## src/hdl/c8ic_pkg.sv

```systemverilog
// ----------------------------------------------------------------------------
// c8ic_pkg: shared types and constants of the CHIP-8 instruction core
// Opcode fields, command and status bundles between controller and datapath.
// ----------------------------------------------------------------------------
package c8ic_pkg;

	// default geometry
	localparam int DEF_MEM_BYTES     = 4096;
	localparam int DEF_SCREEN_WIDTH  = 64;
	localparam int DEF_SCREEN_HEIGHT = 32;
	localparam int DEF_STACK_DEPTH   = 16;

	// reset values of the configuration registers, and the LFSR taps
	localparam logic [11:0] START_RESET = 12'd512;
	localparam logic [15:0] SEED_RESET  = 16'd44257;
	localparam logic [15:0] LFSR_TAPS   = 16'hB400;

	// configuration register indexes
	localparam logic CFG_START = 1'b0;
	localparam logic CFG_SEED  = 1'b1;

	// host operations
	localparam logic [1:0] OPR_STEP   = 2'd0;
	localparam logic [1:0] OPR_MEM_WR = 2'd1;
	localparam logic [1:0] OPR_KEY    = 2'd2;
	localparam logic [1:0] OPR_PIXEL  = 2'd3;

	// result status codes
	localparam logic [2:0] STS_OK        = 3'd0;
	localparam logic [2:0] STS_HALT      = 3'd1;
	localparam logic [2:0] STS_ILLEGAL   = 3'd2;
	localparam logic [2:0] STS_OVERFLOW  = 3'd3;
	localparam logic [2:0] STS_UNDERFLOW = 3'd4;

	// instruction groups (top nibble)
	localparam logic [3:0] GRP_SYS   = 4'h0;
	localparam logic [3:0] GRP_JP    = 4'h1;
	localparam logic [3:0] GRP_CALL  = 4'h2;
	localparam logic [3:0] GRP_SE    = 4'h3;
	localparam logic [3:0] GRP_SNE   = 4'h4;
	localparam logic [3:0] GRP_SER   = 4'h5;
	localparam logic [3:0] GRP_LD    = 4'h6;
	localparam logic [3:0] GRP_ADD   = 4'h7;
	localparam logic [3:0] GRP_ALU   = 4'h8;
	localparam logic [3:0] GRP_SNER  = 4'h9;
	localparam logic [3:0] GRP_LDI   = 4'hA;
	localparam logic [3:0] GRP_JPV0  = 4'hB;
	localparam logic [3:0] GRP_RND   = 4'hC;
	localparam logic [3:0] GRP_DRAW  = 4'hD;
	localparam logic [3:0] GRP_KEY   = 4'hE;
	localparam logic [3:0] GRP_MISC  = 4'hF;

	localparam logic [15:0] OPC_CLS = 16'h00E0;
	localparam logic [15:0] OPC_RET = 16'h00EE;

	// 8XYN sub-operations
	localparam logic [3:0] ALU_LD   = 4'h0;
	localparam logic [3:0] ALU_OR   = 4'h1;
	localparam logic [3:0] ALU_AND  = 4'h2;
	localparam logic [3:0] ALU_XOR  = 4'h3;
	localparam logic [3:0] ALU_ADD  = 4'h4;
	localparam logic [3:0] ALU_SUB  = 4'h5;
	localparam logic [3:0] ALU_SHR  = 4'h6;
	localparam logic [3:0] ALU_SUBN = 4'h7;
	localparam logic [3:0] ALU_SHL  = 4'hE;

	// EXNN / FXNN low bytes
	localparam logic [7:0] KEY_SKP     = 8'h9E;
	localparam logic [7:0] KEY_SKNP    = 8'hA1;
	localparam logic [7:0] FX_DELAY_RD = 8'h07;
	localparam logic [7:0] FX_KEY_WAIT = 8'h0A;
	localparam logic [7:0] FX_DELAY_WR = 8'h15;
	localparam logic [7:0] FX_SOUND_WR = 8'h18;
	localparam logic [7:0] FX_ADD_I    = 8'h1E;
	localparam logic [7:0] FX_FONT     = 8'h29;
	localparam logic [7:0] FX_BCD      = 8'h33;
	localparam logic [7:0] FX_STORE    = 8'h55;
	localparam logic [7:0] FX_LOAD     = 8'h65;

	localparam logic [3:0] VF_IDX = 4'hF;

	// execute classes decoded by the sequencer
	typedef enum logic [4:0] {
		EX_NONE, EX_CLS, EX_RET, EX_JP, EX_CALL, EX_SKIP, EX_LDNN, EX_ADDNN,
		EX_ALU, EX_LDI, EX_JPV0, EX_RND, EX_FX07, EX_FX0A, EX_FX15, EX_FX18,
		EX_FX1E, EX_FX29, EX_ADV
	} exec_t;

	// program memory address source
	typedef enum logic [1:0] {MS_PC, MS_PC1, MS_IDX, MS_HOST} msel_t;

	typedef struct packed {
		logic       accept_ld;
		logic       mem_re;
		logic       mem_we;
		msel_t      mem_sel;
		logic       ir_hi_ld;
		logic       ir_lo_ld;
		logic       rf_rd;
		logic       rf_rd_cnt;
		exec_t      exec;
		logic       cnt_clr;
		logic       cnt_inc;
		logic       load_wr;
		logic       key_wr;
		logic       fb_rd;
		logic       fb_pix;
		logic       draw_wr;
		logic       draw_fin;
		logic       rsp_ld;
		logic       rsp_pix;
		logic [2:0] rsp_status;
	} cmd_t;

	typedef struct packed {
		logic [15:0] ir;
		logic [3:0]  cnt;
		logic        stk_empty;
		logic        stk_full;
		logic        rsp_busy;
	} sts_t;

endpackage

```

## src/hdl/c8ic_control.sv

```systemverilog
// ----------------------------------------------------------------------------
// c8ic_control: sequencer of the CHIP-8 instruction core
// Fetch, decode, legality checks and multi-cycle walks for draw and block moves.
// ----------------------------------------------------------------------------
module c8ic_control (
	input  logic           clk,
	input  logic           arst_n,
	input  logic           cmd_valid,
	input  logic [1:0]     operation,
	output logic           cmd_stall,
	input  c8ic_pkg::sts_t sts,
	output c8ic_pkg::cmd_t cmd
);
	import c8ic_pkg::*;

	localparam logic [4:0] S_IDLE   = 5'd0;
	localparam logic [4:0] S_HOST   = 5'd1;
	localparam logic [4:0] S_PIX    = 5'd2;
	localparam logic [4:0] S_F0     = 5'd3;
	localparam logic [4:0] S_F1     = 5'd4;
	localparam logic [4:0] S_F2     = 5'd5;
	localparam logic [4:0] S_DEC    = 5'd6;
	localparam logic [4:0] S_EXE    = 5'd7;
	localparam logic [4:0] S_DR_MEM = 5'd8;
	localparam logic [4:0] S_DR_ROW = 5'd9;
	localparam logic [4:0] S_DR_WR  = 5'd10;
	localparam logic [4:0] S_ST_RD  = 5'd11;
	localparam logic [4:0] S_ST_WR  = 5'd12;
	localparam logic [4:0] S_LD_RD  = 5'd13;
	localparam logic [4:0] S_LD_WR  = 5'd14;
	localparam logic [4:0] S_FIN    = 5'd15;
	localparam logic [4:0] S_RESP   = 5'd16;

	logic [4:0] state_q, state_d;
	logic [1:0] op_q, op_d;
	logic [2:0] status_q, status_d;

	logic [3:0] grp, x, n;
	logic [7:0] nn;
	assign grp = sts.ir[15:12];
	assign x   = sts.ir[11:8];
	assign n   = sts.ir[3:0];
	assign nn  = sts.ir[7:0];

	assign cmd_stall = (state_q != S_IDLE);

	always_comb begin
		cmd          = '0;
		cmd.exec     = EX_NONE;
		cmd.mem_sel  = MS_PC;
		state_d      = state_q;
		op_d         = op_q;
		status_d     = status_q;
		unique case (state_q)
			S_IDLE: begin
				if (cmd_valid) begin
					cmd.accept_ld = 1'b1;
					op_d          = operation;
					status_d      = STS_OK;
					unique case (operation)
						OPR_STEP:  state_d = S_F0;
						OPR_PIXEL: state_d = S_PIX;
						default:   state_d = S_HOST;
					endcase
				end
			end
			S_HOST: begin
				if (op_q == OPR_MEM_WR) begin
					cmd.mem_we  = 1'b1;
					cmd.mem_sel = MS_HOST;
				end else
					cmd.key_wr = 1'b1;
				state_d = S_RESP;
			end
			S_PIX: begin
				cmd.fb_rd  = 1'b1;
				cmd.fb_pix = 1'b1;
				state_d    = S_RESP;
			end
			S_F0: begin
				cmd.mem_re = 1'b1;
				state_d    = S_F1;
			end
			S_F1: begin
				cmd.ir_hi_ld = 1'b1;
				cmd.mem_re   = 1'b1;
				cmd.mem_sel  = MS_PC1;
				state_d      = S_F2;
			end
			S_F2: begin
				cmd.ir_lo_ld = 1'b1;
				state_d      = S_DEC;
			end
			S_DEC: begin
				cmd.rf_rd = 1'b1;
				state_d   = S_EXE;
			end
			S_EXE: begin
				state_d = S_RESP;
				unique case (grp)
					GRP_SYS: begin
						if (sts.ir == OPC_CLS)
							cmd.exec = EX_CLS;
						else if (sts.ir == OPC_RET) begin
							if (sts.stk_empty)
								status_d = STS_UNDERFLOW;
							else
								cmd.exec = EX_RET;
						end else
							status_d = STS_HALT;
					end
					GRP_JP: cmd.exec = EX_JP;
					GRP_CALL: begin
						if (sts.stk_full)
							status_d = STS_OVERFLOW;
						else
							cmd.exec = EX_CALL;
					end
					GRP_SE, GRP_SNE: cmd.exec = EX_SKIP;
					GRP_SER, GRP_SNER: begin
						if (n != 4'h0)
							status_d = STS_ILLEGAL;
						else
							cmd.exec = EX_SKIP;
					end
					GRP_LD:  cmd.exec = EX_LDNN;
					GRP_ADD: cmd.exec = EX_ADDNN;
					GRP_ALU: begin
						if (n == ALU_LD || n == ALU_OR || n == ALU_AND || n == ALU_XOR ||
							n == ALU_ADD || n == ALU_SUB || n == ALU_SHR || n == ALU_SUBN ||
							n == ALU_SHL)
							cmd.exec = EX_ALU;
						else
							status_d = STS_ILLEGAL;
					end
					GRP_LDI:  cmd.exec = EX_LDI;
					GRP_JPV0: cmd.exec = EX_JPV0;
					GRP_RND:  cmd.exec = EX_RND;
					GRP_DRAW: begin
						cmd.cnt_clr = 1'b1;
						state_d     = (n == 4'h0) ? S_FIN : S_DR_MEM;
					end
					GRP_KEY: begin
						if (nn == KEY_SKP || nn == KEY_SKNP)
							cmd.exec = EX_SKIP;
						else
							status_d = STS_ILLEGAL;
					end
					GRP_MISC: begin
						unique case (nn)
							FX_DELAY_RD: cmd.exec = EX_FX07;
							FX_KEY_WAIT: cmd.exec = EX_FX0A;
							FX_DELAY_WR: cmd.exec = EX_FX15;
							FX_SOUND_WR: cmd.exec = EX_FX18;
							FX_ADD_I:    cmd.exec = EX_FX1E;
							FX_FONT:     cmd.exec = EX_FX29;
							FX_BCD:      cmd.exec = EX_ADV;
							FX_STORE: begin
								cmd.cnt_clr = 1'b1;
								state_d     = S_ST_RD;
							end
							FX_LOAD: begin
								cmd.cnt_clr = 1'b1;
								state_d     = S_LD_RD;
							end
							default: status_d = STS_ILLEGAL;
						endcase
					end
					default: status_d = STS_ILLEGAL;
				endcase
			end
			S_DR_MEM: begin
				cmd.mem_re  = 1'b1;
				cmd.mem_sel = MS_IDX;
				state_d     = S_DR_ROW;
			end
			S_DR_ROW: begin
				cmd.fb_rd = 1'b1;
				state_d   = S_DR_WR;
			end
			S_DR_WR: begin
				cmd.draw_wr = 1'b1;
				if (sts.cnt == n - 4'd1)
					state_d = S_FIN;
				else begin
					cmd.cnt_inc = 1'b1;
					state_d     = S_DR_MEM;
				end
			end
			S_ST_RD: begin
				cmd.rf_rd_cnt = 1'b1;
				state_d       = S_ST_WR;
			end
			S_ST_WR: begin
				cmd.mem_we  = 1'b1;
				cmd.mem_sel = MS_IDX;
				if (sts.cnt == x)
					state_d = S_FIN;
				else begin
					cmd.cnt_inc = 1'b1;
					state_d     = S_ST_RD;
				end
			end
			S_LD_RD: begin
				cmd.mem_re  = 1'b1;
				cmd.mem_sel = MS_IDX;
				state_d     = S_LD_WR;
			end
			S_LD_WR: begin
				cmd.load_wr = 1'b1;
				if (sts.cnt == x)
					state_d = S_FIN;
				else begin
					cmd.cnt_inc = 1'b1;
					state_d     = S_LD_RD;
				end
			end
			S_FIN: begin
				cmd.exec     = EX_ADV;
				cmd.draw_fin = (grp == GRP_DRAW);
				state_d      = S_RESP;
			end
			S_RESP: begin
				if (!sts.rsp_busy) begin
					cmd.rsp_ld     = 1'b1;
					cmd.rsp_status = status_q;
					cmd.rsp_pix    = (op_q == OPR_PIXEL);
					state_d        = S_IDLE;
				end
			end
			default: state_d = S_IDLE;
		endcase
	end

	always_ff @(posedge clk or negedge arst_n) begin
		if (!arst_n) begin
			state_q  <= S_IDLE;
			op_q     <= OPR_STEP;
			status_q <= STS_OK;
		end else begin
			state_q  <= state_d;
			op_q     <= op_d;
			status_q <= status_d;
		end
	end

endmodule

```

## config.mk

```make
export PLATFORM = sky130hd
export DESIGN_NAME = c8ic_control
export DESIGN_NICKNAME = d
export VERILOG_FILES = /design/src/hdl/c8ic_pkg.sv /design/src/hdl/c8ic_control.sv
export SDC_FILE = /design/constraint.sdc
export NUM_CORES = 1
export LEC_CHECK = 0
export BUFFER_PORTS_ARGS = -buffer_cell sky130_fd_sc_hd__clkbuf_2
export CORE_MARGIN = 2
export CORE_UTILIZATION = 45
export DETAILED_ROUTE_END_ITERATION = 12
export PLACE_DENSITY = 0.81
export SKIP_LAST_GASP = 1
export SLEW_MARGIN = 20
export SYNTH_ARGS = -nofsm -noshare
export SYNTH_HDL_FRONTEND = slang
export SYNTH_SLANG_ARGS = --single-unit
```

## constraint.sdc

```tcl
create_clock -name clk -period 5.2 [get_ports clk]
set_input_delay 1.3 -clock clk [delete_from_list [all_inputs] [get_ports clk]]
set_output_delay 1.3 -clock clk [all_outputs]
set_load 0.005 [all_outputs]
```

==> impl_metrics.toml, run 1 <==
[pwr]
power.static_leakage_uw = 0.000889
part_of_the_total_power_dissipated_in_combinational_logic = 0.509
peakVddDrop_mv = 0.0914
cellInternalPower_uw = 246
clock_power_share = 0.171
p_seq_frac = 0.320
netSwitchingFraction = 0.439
pwr_per_cell_area_nw_per_um2 = 221
netSwitchingPower_uw = 193

[setup_path]
timing.critical_path.mode_cell = "sky130_fd_sc_hd__clkbuf_2"
cp.arrival_ns = 2.91
worst_ep_required_time_ns = 3.90
critical-path-max-stage-delay_ns = 0.41
endpoint_kind = "output port"
cp-start-kind = "primary input"
ff2ff_setup_slack_ns = 3.12
worst_r2r_path_depth = 5
worst_r2r_startpoint = "state_q[1]$_DFFE_PN0P_"
worst-setup-path-type = "in2out"
cp_max_fo = 4
worstReg2RegEnd = "status_q[1]$_DFFE_PN0P_"
cp_slowest_cell = "sky130_fd_sc_hd__or4_1"
path_cells = "clkbuf_2, inv_1, ha_1, nand2_1, or4_1, a21oi_1, nor2_1, a31oi_1, clkbuf_2"

[min_path]
hold_path_depth = 1
whs_endpoint = "status_q[2]$_DFFE_PN0P_"
holdCritPathClass = "reg2reg"
hold_path_startpoint = "status_q[2]$_DFFE_PN0P_"

[floorplanning]
initial_utilization = 0.467
design.portCount = 56
floorplan.core_area_um2 = 3660
row_count = 22
floorplan.die.width_um = 65.6
floorplan.die_area_um2 = 4300
die_h_um = 65.6

[clock_network]
clkSinkCount = 10
clkSlewWorstSetupHoldPaths_ns = 0.04
max-clock-path-buffers = 2
number_of_buffers_created_by_cts = 3
clock_insertion_delay_worst_skew_ns = 0.23
clockRootBuffer = "sky130_fd_sc_hd__clkbuf_8"
cts_repair_resize_count = 0
cts_setup_buffers = 0
hold_bufs_at_cts = 0
htree_levels = 1
tritoncts_clock_tree = "yes"

[route]
firstDrtPassIters = 4
number_of_routed_nets_with_antenna_violations = 0
wire_per_inst_um = 13.6
postRouteWirelength_um = 4560
via_count = 1924
detail_route.drc_violations = 0
drt-vias-per-instance = 5.76
initialDrtViolationCount = 165

[final_layout]
layout_common_cells = "sky130_fd_sc_hd__clkbuf_2 (55), sky130_fd_sc_hd__nor2_1 (32), sky130_fd_sc_hd__nand2_1 (27)"
mostFrequentLayoutCell = "sky130_fd_sc_hd__clkbuf_2"
flow.area_growth_from_synthesis_pct = 16.3
finalInstanceArea_um2 = 1990
final_nets = 322
antennaDiodeCount = 0
drive_above_1_share = 0.245

[logic_synthesis]
cell_type_with_the_highest_aggregate_area_in_the_netlist = "sky130_fd_sc_hd__dfrtp_1"
synthesis.area_per_instance_um2 = 7.03
synth.distinct_cells = 54
post_synth_instance_area_um2 = 1710
ys_warn_count = 0
synth_largest_type_area_fraction = 0.147
synth_nets = 277
edff_count_synth = 0
synth_sequential_area_ratio = 0.147
asyncSetResetFlopFracSynth = 1.00
synth-seq-cells = 10
ys_top_cells_by_area = "sky130_fd_sc_hd__dfrtp_1 (15%), sky130_fd_sc_hd__nor2_1 (7.0%), sky130_fd_sc_hd__nand2_1 (5.9%)"
netlist_instances = 243
postSynth.topFlopCell = "sky130_fd_sc_hd__dfrtp_1"

[timing]
timing_max_transition_violations_final = 0
fmax_mhz = 238
finalCritPeriodShare = 0.810
unrepaired_setup_endpoints_after_global_routing = "no"
slew_headroom = 0.616
worst_pin_slew_ns = 0.575
setup_viol = 0
holdWs_ns = 0.483
min_period_ns = 4.21
finalSetupTns_ns = 0
number_of_endpoints_with_negative_hold_slack_in_the_final_report = 0
worst_skew_ns = 0.00386

[global_route]
track_usage = 0.222
antenna_found_initial = 0
grt_start_max_net_pins = 22
wire_length_of_the_first_global_routing_pass_um = 7620
grt_remaining_overflow = 0
grt_pass1_vias = 1699

[place]
place_area_um2 = 1950
io_buffers = 55
dp.final_hpwl_um = 3700
gp_routability_congestion = 0.858

[run]
cap_viol_max_count = 0

[status]
run_status = "completed"
layout make-up:
| type | instances | area [um2] |
|---|---|---|
| tap | 48 | 60.1 |
| timing repair buffer | 55 | 275 |
| fill | 364 | 1670 |
| multi-input combinational | 211 | 1330 |
| clock buffer | 3 | 41.3 |
| sequential | 10 | 250 |
| inverter | 7 | 26.3 |
kinds of logic after synthesis:
logic type | Yosys count | synth area share
AO/OA/AOI/OAI | 54 | 0.204
XOR/XNOR | 11 | 0.0564
adder cells (fa/ha/maj) | 7 | 0.0498
buffers and inverters | 22 | 0.0725
flip-flops | 10 | 0.147
multiplexers | 8 | 0.0498
AND/OR/NAND/NOR | 131 | 0.421
power groups by stage:
stage / Sequential (uW) / Clock [uW] / Combinational (uW)
floorplan: 110 / 0 / 183
global placement: 139 / 0 / 220
detailed placement: 140 / 0 / 224
CTS: 139 / 77.3 / 225
global route: 146 / 78.9 / 255
finish: 140 / 74.9 / 224
metrics by stage:
stage / instances / worst slack, ns / util / total power [uW]
2_1_floorplan: 243 / 1.39 / - / 293
3_3_place_gp: 331 / 1.04 / 0.531 / 359
3_5_place_dp: 331 / 0.971 / 0.531 / 364
4_1_cts: 334 / 0.967 / 0.543 / 441
5_1_grt: 334 / 0.893 / 0.543 / 480
6_report: 334 / 0.990 / 0.543 / 439
cells in the mapped netlist (3+ instances only):
cell type / n
sky130_fd_sc_hd__nor2_1: 32
sky130_fd_sc_hd__nand2_1: 27
sky130_fd_sc_hd__a21oi_1: 15
sky130_fd_sc_hd__nand3_1: 11
sky130_fd_sc_hd__o21ai_0: 11
sky130_fd_sc_hd__dfrtp_1: 10
sky130_fd_sc_hd__nor3_1: 9
sky130_fd_sc_hd__and3_1: 8
sky130_fd_sc_hd__nor2b_1: 8
sky130_fd_sc_hd__a31oi_1: 7
sky130_fd_sc_hd__clkbuf_1: 7
sky130_fd_sc_hd__inv_1: 7
sky130_fd_sc_hd__ha_1: 6
sky130_fd_sc_hd__xnor2_1: 6
sky130_fd_sc_hd__buf_6: 5
sky130_fd_sc_hd__nor4_1: 5
sky130_fd_sc_hd__xor2_1: 5
sky130_fd_sc_hd__a211oi_1: 4
sky130_fd_sc_hd__mux2i_1: 4
sky130_fd_sc_hd__nand4_1: 4
sky130_fd_sc_hd__and2_1: 3
sky130_fd_sc_hd__buf_2: 3
sky130_fd_sc_hd__nand3b_1: 3
metal layers:
metal,up-vias,global-route usage,share of wire,routed length [um]
met5,-,0,0,0
met4,0,0.0573,0.0048,22
met3,2,0.0103,0.047,215
met2,67,0.383,0.50,2270
met1,875,0.303,0.45,2040
li1,980,-,-,-
critical path: cells and delay by family:
| kind | cells | cell delay (ns) |
|---|---|---|
| AO/OA/AOI/OAI | 2 | 0.44 |
| adder cells (fa/ha/maj) | 1 | 0.23 |
| buffers and inverters | 3 | 0.35 |
| AND/OR/NAND/NOR | 3 | 0.60 |
flip-flops by register name, summed over array words and instances (netlist names):
signal / flops
op_q: 2
status_q: 3
state_q: 5
worst max path at each step:
stage / slack [ns] / depth (start not counted) / from / endpoint
2_1_floorplan: 1.39 / 7 / sts[8] / cmd[15]
3_3_place_gp: 1.04 / 9 / sts[7] / cmd[13]
3_5_place_dp: 0.97 / 9 / sts[8] / cmd[15]
4_1_cts: 0.97 / 9 / sts[8] / cmd[15]
5_1_grt: 0.89 / 9 / sts[7] / cmd[13]
6_report: 0.99 / 9 / sts[8] / cmd[15]
No activity file was read; power rests on OpenSTA's default activity.
==> run 2: changes to the inputs <==
==> constraint.sdc (replaced) <==
create_clock -name clk -period 4.22 [get_ports clk]
set_input_delay 1.055 -clock clk [delete_from_list [all_inputs] [get_ports clk]]
set_output_delay 1.055 -clock clk [all_outputs]
set_load 0.005 [all_outputs]
==> run 2 against run 1 <==
Against the previous run: hold slack better by 0.0030 ns; cell count did not move; final area is the same; clock skew down 0.0037 ns; global-route usage down 0.24 points; die area unchanged; power increased by 23%; utilization unchanged; sequential power rose by 22%.
==> impl_metrics.toml, run 2 (synthesis results as in run 1) <==
[floorplanning]
design.portCount = 56
row_count = 22
floorplan.die.width_um = 65.6
floorplan.core_area_um2 = 3660
floorplan.die_area_um2 = 4300
die_h_um = 65.6
initial_utilization = 0.467

[timing]
min_period_ns = 3.72
finalSetupTns_ns = 0
fmax_mhz = 269
number_of_endpoints_with_negative_hold_slack_in_the_final_report = 0
finalCritPeriodShare = 0.882
worst_skew_ns = 0.000173
unrepaired_setup_endpoints_after_global_routing = "no"
worst_pin_slew_ns = 0.557
setup_viol = 0
timing_max_transition_violations_final = 0
slew_headroom = 0.629

[global_route]
wire_length_of_the_first_global_routing_pass_um = 7560
grt_pass1_vias = 1756
grt_start_max_net_pins = 22
grt_remaining_overflow = 0
track_usage = 0.219
antenna_found_initial = 0

[final_layout]
flow.area_growth_from_synthesis_pct = 16.3
antennaDiodeCount = 0
regMostFlops = "state_q"
number_of_fillers_in_the_final_layout = 369
layout_top_registers = "state_q (5), status_q (3), op_q (2)"
multi_input_comb_area_um2 = 1330
mostFrequentLayoutCell = "sky130_fd_sc_hd__clkbuf_2"
final_nets = 322
layout_common_cells = "sky130_fd_sc_hd__clkbuf_2 (55), sky130_fd_sc_hd__nor2_1 (32), sky130_fd_sc_hd__nand2_1 (27)"
drive_above_1_share = 0.245
largest_register_ffs = 5
register_area_um2 = 250

[pwr]
part_of_the_total_power_dissipated_in_combinational_logic = 0.510
clock_power_share = 0.174
peakVddDrop_mv = 0.111
cellInternalPower_uw = 304
power.static_leakage_uw = 0.000889
netSwitchingFraction = 0.439
report.power.total_uw = 541
p_seq_frac = 0.316
netSwitchingPower_uw = 237
pwr_per_cell_area_nw_per_um2 = 272

[route]
postRouteWirelength_um = 4550
via_count = 1913
detail_route.drc_violations = 0
drt-vias-per-instance = 5.73
number_of_routed_nets_with_antenna_violations = 0
initialDrtViolationCount = 192
firstDrtPassIters = 4
wire_per_inst_um = 13.6

[clock_network]
htree_levels = 1
clkSinkCount = 10
clock_insertion_delay_worst_skew_ns = 0.23
cts_setup_buffers = 0
clkSlewWorstSetupHoldPaths_ns = 0.04
hold_bufs_at_cts = 0
clockRootBuffer = "sky130_fd_sc_hd__clkbuf_8"
max-clock-path-buffers = 2
cts_repair_resize_count = 0
number_of_buffers_created_by_cts = 3
tritoncts_clock_tree = "yes"

[setup_path]
cp-start-kind = "primary input"
cp_max_fo = 4
worst_ep_required_time_ns = 3.16
cp.arrival_ns = 2.67
endpoint_kind = "output port"
worst-setup-path-type = "in2out"

[min_path]
holdCritPathClass = "reg2reg"

[run]
cap_viol_max_count = 0

[place]
gp_routability_congestion = 0.860
dp.final_hpwl_um = 3740
io_buffers = 55

[status]
run_status = "completed"
## run 2: through the flow
| stage | hold WS (ns) | instances | worst slack, ns | area (um2) | utilization |
|---|---|---|---|---|---|
| after floorplan | 0.456 | 243 | 0.902 | 1710 | - |
| after CTS | 0.497 | 334 | 0.477 | 1990 | 0.543 |
| after detailed placement | 0.485 | 331 | 0.488 | 1950 | 0.531 |
| final | 0.486 | 334 | 0.496 | 1990 | 0.543 |
| after global placement | 0.468 | 331 | 0.547 | 1950 | 0.531 |
| after global routing | 0.512 | 334 | 0.343 | 1990 | 0.543 |
## run 2: power by group through the flow
stage / clock network, uW / registers (uW) / logic (uW)
2_1_floorplan: 0 / 136 / 226
3_3_place_gp: 0 / 171 / 271
3_5_place_dp: 0 / 172 / 275
4_1_cts: 97.8 / 171 / 276
5_1_grt: 99.5 / 179 / 310
6_report: 94.1 / 171 / 276
## run 2: cell type report
type                    instances  area share
clock buffers                   3      0.0208
inverters                       7      0.0132
multi-input cells             211       0.671
flip-flops and latches         10       0.126
well taps                      48      0.0302
repair buffers                 55       0.139
## run 2: worst max-delay path, stage by stage
cell	delay, ns
sky130_fd_sc_hd__clkbuf_2	0.11
sky130_fd_sc_hd__inv_1	0.10
sky130_fd_sc_hd__ha_1	0.23
sky130_fd_sc_hd__nand2_1	0.09
sky130_fd_sc_hd__or4_1	0.40
sky130_fd_sc_hd__a21oi_1	0.26
sky130_fd_sc_hd__nor2_1	0.10
sky130_fd_sc_hd__a31oi_1	0.18
sky130_fd_sc_hd__clkbuf_2	0.14
## run 2: path summary, 6_finish.rpt
path	start	end	slack (ns)	cells after the start
setup reg to reg	state_q[1]$_DFFE_PN0P_	status_q[2]$_DFFE_PN0P_	2.16	5
min in group asynchronous	arst_n	state_q[1]$_DFFE_PN0P_	0.68	1
hold / removal	status_q[1]$_DFFE_PN0P_	status_q[1]$_DFFE_PN0P_	0.49	1
setup / recovery	sts[8]	cmd[15]	0.50	9
hold reg to reg	status_q[1]$_DFFE_PN0P_	status_q[1]$_DFFE_PN0P_	0.49	1
max in group asynchronous	arst_n	status_q[1]$_DFFE_PN0P_	3.33	1
## run 2: layer usage
metal | GRT usage | up-vias | share of wire
li1 | - | 978 | -
met1 | 0.280 | 866 | 0.46
met2 | 0.392 | 62 | 0.49
met3 | 0.0120 | 7 | 0.040
met4 | 0.0755 | 0 | 0.016
met5 | 0 | - | 0
